[config.mk]
export PLATFORM = sky130hd
export DESIGN_NAME = apdt_front
export DESIGN_NICKNAME = d
export VERILOG_FILES = /design/src/rtl/apdt_pkg.sv /design/src/rtl/apdt_front.sv
export SDC_FILE = /design/constraint.sdc
export NUM_CORES = 1
export LEC_CHECK = 0
export ABC_AREA = 1
export BUFFER_PORTS_ARGS = -buffer_cell sky130_fd_sc_hd__buf_4
export CAP_MARGIN = 20
export CORE_MARGIN = 2
export CORE_UTILIZATION = 58
export CTS_BUF_LIST = sky130_fd_sc_hd__clkbuf_8
export CTS_CLUSTER_DIAMETER = 30
export CTS_CLUSTER_SIZE = 16
export DETAILED_ROUTE_END_ITERATION = 12
export PLACE_DENSITY_LB_ADDON = 0.15
export REMOVE_ABC_BUFFERS = 1
export SLEW_MARGIN = 10
export SYNTH_ARGS = -nofsm -noshare
export SYNTH_HDL_FRONTEND = slang
export SYNTH_SLANG_ARGS = --single-unit
export TNS_END_PERCENT = 1
[constraint.sdc]
create_clock -name clk -period 12.3 [get_ports clk]
set_clock_uncertainty 0.2 [all_clocks]
set_input_delay 2.46 -clock clk [delete_from_list [all_inputs] [get_ports clk]]
set_output_delay 2.46 -clock clk [all_outputs]
set_load 0.03 [all_outputs]
[src/rtl/apdt_pkg.sv]
`default_nettype none
package apdt_pkg;
    localparam int TABLE_DEPTH_DEF = 64;
    localparam logic [7:0] LIFETIME_RESET = 8'd10;
    localparam int COORD_W = 24;
    localparam int RADIUS_W = 23;
    localparam int COUNT_W = 7;
    localparam int LIFE_W = 8;
    localparam int QUEUE_DEPTH = 2;

    typedef enum logic [1:0]
    {
        REQ_ADD   = 2'd0,
        REQ_QUERY = 2'd1,
        REQ_TICK  = 2'd2,
        REQ_NONE  = 2'd3
    } req_t;

    typedef struct packed
    {
        req_t                         op;
        logic signed [COORD_W-1:0]    x;
        logic signed [COORD_W-1:0]    y;
        logic signed [COORD_W-1:0]    z;
        logic        [RADIUS_W-1:0]   radius;
    } cmd_t;

    typedef enum logic [1:0]
    {
        ST_IDLE,
        ST_SCAN,
        ST_MIN,
        ST_OUT
    } state_t;
endpackage
`default_nettype wire

[src/rtl/apdt_front.sv]
`default_nettype none
module apdt_front
(
    input  wire logic                                 clk,
    input  wire logic                                 rst_n,
    input  wire logic                                 valid,
    output logic                                      stall,
    input  wire logic [1:0]                           req_type,
    input  wire logic signed [apdt_pkg::COORD_W-1:0]  coord_x,
    input  wire logic signed [apdt_pkg::COORD_W-1:0]  coord_y,
    input  wire logic signed [apdt_pkg::COORD_W-1:0]  coord_z,
    input  wire logic [apdt_pkg::RADIUS_W-1:0]        radius,
    output logic                                      q_valid,
    output apdt_pkg::cmd_t                            q_cmd,
    input  wire logic                                 q_pop
);
    import apdt_pkg::*;

    cmd_t q_reg [QUEUE_DEPTH];
    cmd_t cmd_in;
    logic rd_ptr_reg, rd_ptr_next, wr_ptr_reg, wr_ptr_next;
    logic [1:0] cnt_reg, cnt_next;
    logic push;

    always_comb
    begin
        cmd_in.op = req_t'(req_type);
        cmd_in.x = coord_x;
        cmd_in.y = coord_y;
        cmd_in.z = coord_z;
        cmd_in.radius = radius;
    end

    assign stall = (cnt_reg == 2'(QUEUE_DEPTH));
    assign push = valid && !stall;
    assign q_valid = (cnt_reg != 2'd0);
    assign q_cmd = q_reg[rd_ptr_reg];

    always_comb
    begin
        wr_ptr_next = push ? !wr_ptr_reg : wr_ptr_reg;
        rd_ptr_next = q_pop ? !rd_ptr_reg : rd_ptr_reg;
        cnt_next = cnt_reg + 2'(push) - 2'(q_pop);
    end

    always_ff @(posedge clk or negedge rst_n)
    begin
        if (!rst_n)
        begin
            rd_ptr_reg <= 1'b0;
            wr_ptr_reg <= 1'b0;
            cnt_reg <= 2'd0;
        end
        else
        begin
            rd_ptr_reg <= rd_ptr_next;
            wr_ptr_reg <= wr_ptr_next;
            cnt_reg <= cnt_next;
        end
    end

    always_ff @(posedge clk)
    begin
        if (push)
        begin
            q_reg[wr_ptr_reg] <= cmd_in;
        end
    end
endmodule
`default_nettype wire

==> summary.md, run 1 <==
| Metric | Value |
|---|---|
| Adder-cell area share of the yosys netlist | less than 1% |
| # setup viols final | 0 |
| Worst Path Max Fanout | 84 |
| Detail Placement HPWL | 9328 µm |
| Largest net degree at the start of global routing | between 80 and 90 |
| Area growth from synthesis to layout | 28.17% |
| Power share of the combinational group | about two fifths |
| Largest family of logic cells by synthesized area | buffers and inverters |
| Syn_area_per_cell | 13.86 µm² |
| CTS Sinks | just under 200 |
| Final Hold Fails | 0 |
| H-tree depth | 4 |
| Top cells by area, synth | edfxtp_1 (79%), o21ai_0 (6.6%), nand2_1 (5.4%) |
| Status | completed |
| Vias in the first global route | 4362 |
| Seq pwr share | between 40 and 50% |
| DRT antenna net count | 0 |
| CTS tree | done |
| Die ar. | 13680 µm² |
| Vias | 4501 |
| Area share of and/or/nand/nor cells after synthesis | under 10% |
| CTS Hold Bufs | 0 |
| Tmin final | approximately 5.2 ns |
| Worst Setup EP | q_cmd[96] |
| Die X | 117.0 µm |
| Fin worst setup slack | about 7.1 ns |
| Post_cts resized | 0 |
| Maximum achievable frequency | between 150 and 200 MHz |
| Synth Area in XOR/XNOR | less than 1% |
| Internal cell power | about 0.0015 W |
| Maximum vdd ir drop | 0.1702 mV |
| Row Count | 41 |
| Vias per inst | between 4 and 5 |
| Initial antenna violation count | 0 |
| Post-Layout Inst Area | 9489 µm² |
| Placed cell count | 889 |
| Seq/Total Area, Yosys | 80.04% |
| Clk root buf | clkbuf_8 |
| Drt initial violations | roughly 330 |
| # Max-Cap Violations | 0 |
| Reg2reg path depth | 5 |
| Register-to-register setup slack | just under 10 ns |
| Post-synthesis mux area share | 0% |
| First-pass GRT wire length | roughly 20000 µm |
| I/O pin count | 200 |
| Num CTS Buffers | 17 |
| Leakage | slightly above 4 nW |
| Ratio of cells with drive above 1 in the final layout | around a third |
| Number of flip-flops in the largest register | approximately 190 |
| Startpoint Class | flip-flop |
| Non-Filler Instances | around 920 |
| Least-Margin Pin Slew | 0.7300 ns |
| RSZ-0062 raised after global routing | no |
| Reg2reg start | cnt_reg[0] |
| Most frequent CP cell | buf_4 |
| DRT Pass-1 Iters | 5 |
| Cell taking the most area after synthesis | edfxtp_1 |
| Top-area cell type share of the netlist area | between 70% and 80% |
| Crit path DAT | approximately 2.6 ns |
| Layout net count | approximately 840 |
| DP Worst Slack | about 7.6 ns |
| Drt total wl | approximately 14000 µm |
| Crit-path cells | buf_4 -> buf_16 -> nand2_1 -> o21ai_0 -> buf_4 |
| Avg WL per Cell | approximately 15 µm |
| Library cells used by synthesis | 13 |
| # diodes | 0 |
| Fin Setup TNS | 0 ns |
| Post-CTS setup buffers | 0 |
| Post-Synthesis Cell Area | about 7400 µm² |
| Fin. max-slew vios | 0 |
| Core area | about 13000 µm² |
| Power share of the clock group | between 10% and 20% |
| Placed cell areas | about 9000 µm² |
| GRT overflow | 0 |
| WS Path Type | reg -> out |
| Initial Util | 59.15% |
| # DRC | 0 |
| Register bit total from synthesis | just under 200 |
| Synth Warn # | 0 |
| IO buf count | about 200 |
| Clock Pin Slew Worst Setup and Hold Paths | roughly 0.09 ns |
| CP required | 9.64 ns |
| Synth Area in Compound Gates | 6.557% |
| Total Routing Usage GR | 20.60% |
| Switching share of power | between 30 and 40% |
| Die Y-Extent | 117.0 µm |
| Clock buffer depth | 2 |
| Tightest Hold Check Type | reg -> reg |
| Mapped Cells | 534 |
| Critical R2R Capture | q_reg[0][79] |
| CP max stage cell | dfrtp_4 |
| Endpoint class of the critical path | primary output |
| Clk_lat worst skew | 0.45 ns |
| Worst Setup SP | rd_ptr_reg |
| Relative slew slack | between 50% and 60% |
| Critical Path Max Stage Delay | roughly 0.67 ns |
| NetSw | 0.0009403 W |
| Routability cong. | ~0.78 |
| Tcrit/Tclk final | 42.40% |
| Cell Pwr Density | ~250 nW/µm² |
| Hold depth | 2 |
==> synth_stat cells <==
| master | n |
|---|---|
| edfxtp_1 | 194 |
| clkbuf_1 | 4 |
| nand2_1 | 107 |
| nor2_1 | 1 |
| buf_4 | 7 |
| nand3_1 | 2 |
| ha_1 | 2 |
| xor2_1 | 1 |
| dfrtp_1 | 4 |
| o21ai_0 | 97 |
| inv_1 | 105 |
| buf_2 | 5 |
| buf_6 | 5 |
==> critical path, delay by kind of cell (launching register included) <==
family                 cells  cell delay, ns
AO/OA/AOI/OAI              1            0.14
flip-flops                 1            0.67
buffers and inverters      3            1.15
AND/OR/NAND/NOR            1            0.08
==> worst min-delay path by stage <==
stage / start / endpoint / slack (ns)
2_1_floorplan: wr_ptr_reg / wr_ptr_reg / 0.24
3_3_place_gp: wr_ptr_reg / wr_ptr_reg / 0.25
3_5_place_dp: wr_ptr_reg / wr_ptr_reg / 0.26
4_1_cts: wr_ptr_reg / wr_ptr_reg / 0.28
5_1_grt: wr_ptr_reg / wr_ptr_reg / 0.30
6_report: wr_ptr_reg / wr_ptr_reg / 0.28
==> metrics by stage <==
| stage | hold WS, ns | utilization [%] | power (W) |
|---|---|---|---|
| floorplan | 0.2419 | - | 0.001603 |
| global placement | 0.2536 | 71.96 | 0.001953 |
| detailed placement | 0.2589 | 72.18 | 0.001986 |
| CTS | 0.2788 | 75.81 | 0.002439 |
| global route | 0.3009 | 75.81 | 0.002542 |
| finish | 0.2806 | 75.81 | 0.002418 |
==> area by class of cell <==
type | instances | area, µm²
Clock inverter | 14 | 206.4
Inverter | 105 | 396.6
Sequential cell | 198 | 5929
Clock buffer | 18 | 247.7
Fill cell | 816 | 3028
Multi-Input combinational cell | 210 | 942.2
Timing Repair Buffer | 204 | 1551
Tap cell | 172 | 215.2
==> layout by cell type (no fill, tap or decap) <==
| cell type | n |
|---|---|
| dfrtp_4 | 1 |
| inv_1 | 105 |
| clkinv_2 | 4 |
| buf_16 | 1 |
| clkinvlp_4 | 2 |
| inv_4 | 1 |
| inv_6 | 2 |
| xor2_1 | 1 |
| edfxtp_1 | 194 |
| o21ai_0 | 97 |
| dfrtp_1 | 3 |
| bufinv_16 | 5 |
| buf_4 | 203 |
| nor2_4 | 1 |
| ha_1 | 2 |
| nand2_1 | 107 |
| nand3_1 | 2 |
| clkbuf_8 | 18 |
==> cell families after synthesis <==
| family | Yosys count |
|---|---|
| flip-flops | 198 |
| buffers and inverters | 126 |
| AND/OR/NAND/NOR | 110 |
| AO/OA/AOI/OAI | 97 |
| adder cells (fa/ha/maj) | 2 |
| XOR/XNOR | 1 |
==> per-layer routing <==
metal / vias to the layer above / global-route usage (%) / wire, µm
li1: 2194 / - / -
met1: 2117 / 24.75 / 5419
met2: 164 / 33.60 / 7030
met3: 26 / 7.673 / 1144
met4: 0 / 9.255 / 297
met5: - / 0 / 0
==> power by group through the flow <==
stage,logic [W],registers (W),clock network (W)
finish,0.000989,0.000971,0.000458
global route,0.00107,0.000986,0.000489
CTS,0.00100,0.000972,0.000466
detailed placement,0.000998,0.000988,0
global placement,0.000974,0.000979,0
floorplan,0.000574,0.00103,0
Power figures use the tool's default switching activity.
==> run 2, diff against run 1 <==
--- a/config.mk
+++ b/config.mk
@@ -9,7 +9,7 @@
 export BUFFER_PORTS_ARGS = -buffer_cell sky130_fd_sc_hd__buf_4
 export CAP_MARGIN = 20
 export CORE_MARGIN = 2
-export CORE_UTILIZATION = 58
+export CORE_UTILIZATION = 54
 export CTS_BUF_LIST = sky130_fd_sc_hd__clkbuf_8
 export CTS_CLUSTER_DIAMETER = 30
 export CTS_CLUSTER_SIZE = 16
==> constraint.sdc (replaced) <==
create_clock -name clk -period 5.3 [get_ports clk]
set_clock_uncertainty 0.2 [all_clocks]
set_input_delay 1.06 -clock clk [delete_from_list [all_inputs] [get_ports clk]]
set_output_delay 1.06 -clock clk [all_outputs]
set_load 0.03 [all_outputs]
==> summary.md, run 2 (synthesis gave the netlist of run 1 again) <==
| Metric | Value |
|---|---|
| DRT antenna net count | 0 |
| Tcrit/Tclk final | about three fifths |
| Relative slew slack | between 60% and 70% |
| # diodes | 0 |
| Routability cong. | 0.7533 |
| Detail Route met2 WL | roughly 6900 µm |
| Initial antenna violation count | 0 |
| Post_cts resized | 0 |
| Vias in the first global route | around 4.4k |
| Post-Layout Inst Area | between 9000 and 10000 µm² |
| Overall Power | between 0.005 and 0.006 W |
| WS Path Type | reg -> out |
| CTS tree | done |
| # DRC | 0 |
| Fin. max-slew vios | 0 |
| Fillers | approximately 930 |
| Commonest non-fill, non-tap cells in the layout | buf_4 (204), edfxtp_1 (194), nand2_1 (107) |
| GRT overflow | 0 |
| Avg WL per Cell | roughly 15 µm |
| Maximum achievable frequency | roughly 320 MHz |
| CTS Hold Bufs | 0 |
| Fin Setup TNS | 0 ns |
| Non-Filler Instances | 927 |
| CP required | between 4 and 5 ns |
| I/O pin count | 200 |
| CTS Sinks | slightly below 200 |
| Final Hold Fails | 0 |
| Detail Placement HPWL | approximately 9000 µm |
| Total Routing Usage GR | approximately a fifth |
| Tightest Hold Check Type | in -> async |
| H-tree depth | 4 |
| Tmin final | ~3.2 ns |
| Endpoint class of the critical path | primary output |
| Placed cell count | 893 |
| Die X | between 100 and 150 µm |
| Layout net count | about 840 |
| Maximum vdd ir drop | 0.7169 mV |
| Startpoint Class | flip-flop |
| # Max-Cap Violations | 0 |
| Worst Path Max Fanout | 99 |
| Metal3 WL | between 1000 and 1500 µm |
| Multi-input gate area | roughly 940 µm² |
| Die ar. | around 15000 µm² |
| Placed cell areas | ~9000 µm² |
| RSZ-0062 raised after global routing | no |
| Fin worst setup slack | 2.127 ns |
| Status | completed |
| Die Y-Extent | 121.1 µm |
| Clock buffer depth | 2 |
| IO buf count | 199 |
| Clk_lat worst skew | approximately 0.46 ns |
| Drt total wl | ~14000 µm |
| Area growth from synthesis to layout | 27.95% |
| Least-Margin Pin Slew | slightly below 0.6 ns |
| Vias per inst | between 4 and 5 |
| Largest net degree at the start of global routing | 133 |
| Initial Util | a little under three fifths |
| Most common cell after layout, fill and taps aside | buf_4 |
| Met1 Routed Length | around 5200 µm |
| Vias | about 4.5k |
| Drt initial violations | 340 |
| DP Worst Slack | 1.993 ns |
| Clock Pin Slew Worst Setup and Hold Paths | about 0.090 ns |
| Leakage | roughly 4 nW |
| Number of flip-flops in the largest register | 194 |
| Cell Pwr Density | between 500 and 600 nW/µm² |
| # setup viols final | 0 |
| Row Count | 42 |
| DRT Pass-1 Iters | 6 |
| FF/Latch Area | 5929 µm² |
| Post-CTS setup buffers | 0 |
| Core area | between 10000 and 15000 µm² |
| Clk root buf | clkbuf_8 |
| Num CTS Buffers | 17 |
| Crit path DAT | roughly 1.9 ns |
| Uppermost routed layer | met4 |
| First-pass GRT wire length | roughly 21000 µm |
| Ratio of cells with drive above 1 in the final layout | 31.69% |
==> run 2: cell types whose count changed in the layout (fill, tap and decap cells not counted), moves of 2 or more <==
cell,before,now
bufinv_16,5,3
inv_6,2,0
clkinvlp_4,2,4
clkinv_4,0,2
clkinv_1,0,2
==> run 2: worst paths after layout <==
kind	from	slack, ns	cells after the start	endpoint
worst min-delay path	rst_n	0.17	1	wr_ptr_reg
worst max-delay path	rd_ptr_reg	2.13	4	q_cmd[35]
worst max register to register	cnt_reg[0]	3.01	6	q_reg[0][39]
worst min register to register	wr_ptr_reg	0.31	2	wr_ptr_reg
min in group clk	wr_ptr_reg	0.31	2	wr_ptr_reg
max in group asynchronous	rst_n	4.61	1	rd_ptr_reg
==> run 2: layout make-up <==
| cell class | count | share of cell area [%] |
|---|---|---|
| tap | 176 | 2.325 |
| clock buffer | 17 | 2.470 |
| clock inverter | 15 | 1.730 |
| timing repair buffer | 206 | 16.75 |
| sequential | 198 | 62.59 |
| inverter | 105 | 4.187 |
| multi-input combinational | 210 | 9.946 |
==> run 2: metal layers <==
metal	global-route usage [%]	up-vias
met1	22.09	2097
li1	-	2198
met4	8.866	0
met5	0	-
met3	7.331	27
met2	31.11	147
==> run 2: power by group <==
part	total, W	leakage, nW	internal [W]	switching, W
clock network	0.000953	0.194	0.000459	0.000494
registers	0.00225	1.85	0.00213	0.000118
logic	0.00232	1.97	0.000742	0.00157
total	0.00552	4.01	0.00333	0.00219
==> run 2: per-stage QoR <==
stage	hold WS, ns	util, %
after detailed placement	0.2604	67.84
after floorplan	0.2419	-
final	0.1720	71.25
after global routing	0.1384	71.25
after CTS	0.1492	70.84
after global placement	0.2542	67.84
==> run 2: critical path: stages (launching register included) <==
cell     delay, ns
dfrtp_4       0.66
buf_16        0.34
nand2_1       0.10
o21ai_0       0.12
buf_4         0.20
==> run 3, diff against run 2 <==
--- a/config.mk
+++ b/config.mk
@@ -5,11 +5,11 @@
 export SDC_FILE = /design/constraint.sdc
 export NUM_CORES = 1
 export LEC_CHECK = 0
-export ABC_AREA = 1
+export ABC_AREA = 0
 export BUFFER_PORTS_ARGS = -buffer_cell sky130_fd_sc_hd__buf_4
 export CAP_MARGIN = 20
 export CORE_MARGIN = 2
-export CORE_UTILIZATION = 54
+export CORE_UTILIZATION = 49
 export CTS_BUF_LIST = sky130_fd_sc_hd__clkbuf_8
 export CTS_CLUSTER_DIAMETER = 30
 export CTS_CLUSTER_SIZE = 16
==> constraint.sdc (replaced) <==
create_clock -name clk -period 2.64 [get_ports clk]
set_clock_uncertainty 0.2 [all_clocks]
set_input_delay 0.528 -clock clk [delete_from_list [all_inputs] [get_ports clk]]
set_output_delay 0.528 -clock clk [all_outputs]
set_load 0.03 [all_outputs]
==> summary.md, run 3 <==
| Metric | Value |
|---|---|
| Status | completed |
| IO buf count | roughly 200 |
| Critical R2R Capture | q_reg[1][92] |
| Register bit total from synthesis | 198 |
| Num CTS Buffers | 17 |
| Register-to-register setup slack | a little under 0.8 ns |
| Row Count | 44 |
| CP max stage cell | dfrtp_4 |
| Crit. path cell count | 3 |
| Tcrit/Tclk final | roughly 94% |
| Cell Pwr Density | approximately 1100 nW/µm² |
| Hold depth | 1 |
| Crit path DAT | ~1.8 ns |
| # DRC | 0 |
| Vias per inst | just under 5 |
| Layout net count | about 640 |
| Most common cell after layout, fill and taps aside | buf_4 |
| Fillers | around 1.0k |
| DRT Pass-1 Iters | 4 |
| GRT overflow | 0 |
| Drt initial violations | 293 |
| Post-synth EDFFs | roughly 190 |
| Clk root buf | clkbuf_8 |
| Syn_area_per_cell | about 23 µm² |
| # setup viols final | 0 |
| Clk_lat worst skew | between 0.4 and 0.5 ns |
| Post-Synthesis Cell Area | about 7300 µm² |
| Ratio of cells with drive above 1 in the final layout | roughly three fifths |
| Reg2reg path depth | 3 |
| Top cells by area, synth | edfxtp_1 (80%), mux2_2 (12%), mux2_4 (4.1%) |
| Relative slew slack | 71.32% |
| Placed cell count | 698 |
| Mapped Cells | 319 |
| Core Util, Final | 64.90% |
| Reg2reg start | cnt_reg[1] |
| Die X | around 130 µm |
| Vias | ~3.6k |
| Most frequent cell after synthesis | edfxtp_1 |
| CTS Sinks | between 150 and 200 |
| H-tree depth | 4 |
| Clock buffer depth | 2 |
| Most frequent cells after synthesis | edfxtp_1 (194), mux2_2 (77), mux2_4 (20) |
| Largest net degree at the start of global routing | 50 |
| Worst Setup EP | q_cmd[0] |
| RSZ-0062 raised after global routing | no |
| Die Y-Extent | 125.8 µm |
| Crit path max-delay family | flip-flops |
| First-pass GRT wire length | between 15000 and 20000 µm |
| Endpoint class of the critical path | primary output |
| DRT antenna net count | 0 |
| Initial antenna violation count | 0 |
| Crit-path cells | buf_12 -> mux2_2 -> buf_4 |
| Core area | between 10000 and 15000 µm² |
| Top_reg_cell synth | edfxtp_1 |
| Post_cts resized | 0 |
| Total Routing Usage GR | 16.10% |
| Metal3 WL | between 1000 and 1500 µm |
| Area growth from synthesis to layout | 29.80% |
| Commonest non-fill, non-tap cells in the layout | buf_4 (199), edfxtp_1 (194), mux2_2 (77) |
| Maximum achievable frequency | a little over 400 MHz |
| CTS tree | done |
| Worst Setup SP | rd_ptr_reg |
| Hold slack | 0.05467 ns |
| # diodes | 0 |
| CTS Hold Bufs | 1 |
| Clock Pin Slew Worst Setup and Hold Paths | 0.09 ns |
| Met1 Routed Length | between 4000 and 5000 µm |
| Startpoint Class | flip-flop |
| Least-Margin Pin Slew | between 0.4 and 0.5 ns |
| Uppermost routed layer | met4 |
| Seq/Total Area, Yosys | between 80% and 90% |
| Synth Warn # | 0 |
| Detail Route met2 WL | ~6400 µm |
| Worst path buffer plus inverter count | 2 |
| Critical Path Max Stage Delay | 0.47 ns |
| Routability cong. | a little over 0.7 |
| Vias in the first global route | between 3k and 4k |
| Worst Path Max Fanout | 42 |
| Initial Util | between 50 and 60% |
| Tightest Hold Check Type | in -> reg |
| Final Hold Fails | 0 |
| Number of flip-flops in the largest register | 194 |
| Post-CTS setup buffers | 0 |
| Top-area cell type share of the netlist area | ~80% |
| Avg WL per Cell | roughly 17 µm |
| Leakage | 3.576 nW |
| Library cells used by synthesis | 15 |
| Async SR Flop Fraction | ~2% |
| CP required | 1.91 ns |
| Detail Placement HPWL | 8391 µm |
| Fin. max-slew vios | 0 |
| WS Path Type | reg -> out |
| Die ar. | around 16000 µm² |
| I/O pin count | 200 |
| Drt total wl | approximately 13000 µm |
| Tmin final | around 2.5 ns |
| Cell taking the most area after synthesis | edfxtp_1 |
| # Max-Cap Violations | 0 |
| Non-Filler Instances | 730 |
| Maximum vdd ir drop | between 0.5 and 0.6 mV |
-- run 3: cell count changes in the layout (fill, tap and decap cells not counted), moves of 3 or more --
cell / delta
inv_1: -100
buf_12: +7
nand2_1: -106
mux2_4: +20
buf_4: -5
o21ai_0: -97
mux2_2: +77
xnor2_1: +3
-- run 3: cell families after synthesis --
| logic type | share of synthesized area, % |
|---|---|
| buffers and inverters | 1.205 |
| flip-flops | 81.54 |
| multiplexers | 16.06 |
| XOR/XNOR | 0.4822 |
| adder cells (fa/ha/maj) | 0.3443 |
| AND/OR/NAND/NOR | 0.3616 |
-- run 3: layout make-up --
type	instances	area, µm²	share of cell area (%)
clock buffers	17	234.0	2.480
clock inverters	14	121.4	1.287
inverters	2	7.507	0.07959
multi-input cells	108	1266	13.42
flip-flops and latches	198	5929	62.86
well taps	184	230.2	2.441
repair buffers	207	1644	17.43
-- run 3: how the worst min path moves through the flow --
stage / start / to / slack (ns)
6_report: radius[6] / q_reg[1][6] / 0.05
4_1_cts: radius[6] / q_reg[0][6] / 0.02
3_5_place_dp: rst_n / cnt_reg[0] / 0.13
2_1_floorplan: rst_n / cnt_reg[0] / 0.03
3_3_place_gp: rst_n / cnt_reg[0] / 0.13
5_1_grt: coord_y[5] / q_reg[1][52] / 0.007
-- run 3: through the flow --
| stage | power [W] | setup slack, ns | TNS [ns] | cell area [µm²] |
|---|---|---|---|---|
| 2_1_floorplan | 0.007608 | -2.773 | -468.15 | 7187 |
| 3_3_place_gp | 0.009131 | 0.6270 | 0 | 9067 |
| 3_5_place_dp | 0.009199 | 0.6171 | 0 | 9067 |
| 4_1_cts | 0.01095 | 0.1086 | 0 | 9433 |
| 5_1_grt | 0.01132 | 0.04989 | 0 | 9433 |
| 6_report | 0.01081 | 0.1587 | 0 | 9433 |
-- run 3: layer usage --
| metal | track usage, % | vias up |
|---|---|---|
| li1 | - | 1688 |
| met1 | 19.12 | 1739 |
| met2 | 26.33 | 126 |
| met3 | 6.585 | 16 |
| met4 | 6.529 | 0 |
| met5 | 0 | - |
-- run 3: worst register-to-register path: stages (launching register included) --
cell and delay, ns:
dfrtp_1 0.41, nand2b_1 0.13, and3_4 0.48, buf_12 0.31
-- run 3: power breakdown --
part           internal [W]  total [W]  switching [W]  leakage, nW
Combinational       0.00193    0.00459        0.00266         1.54
Sequential          0.00429    0.00446       0.000174         1.85
Clock              0.000811    0.00177       0.000956        0.187
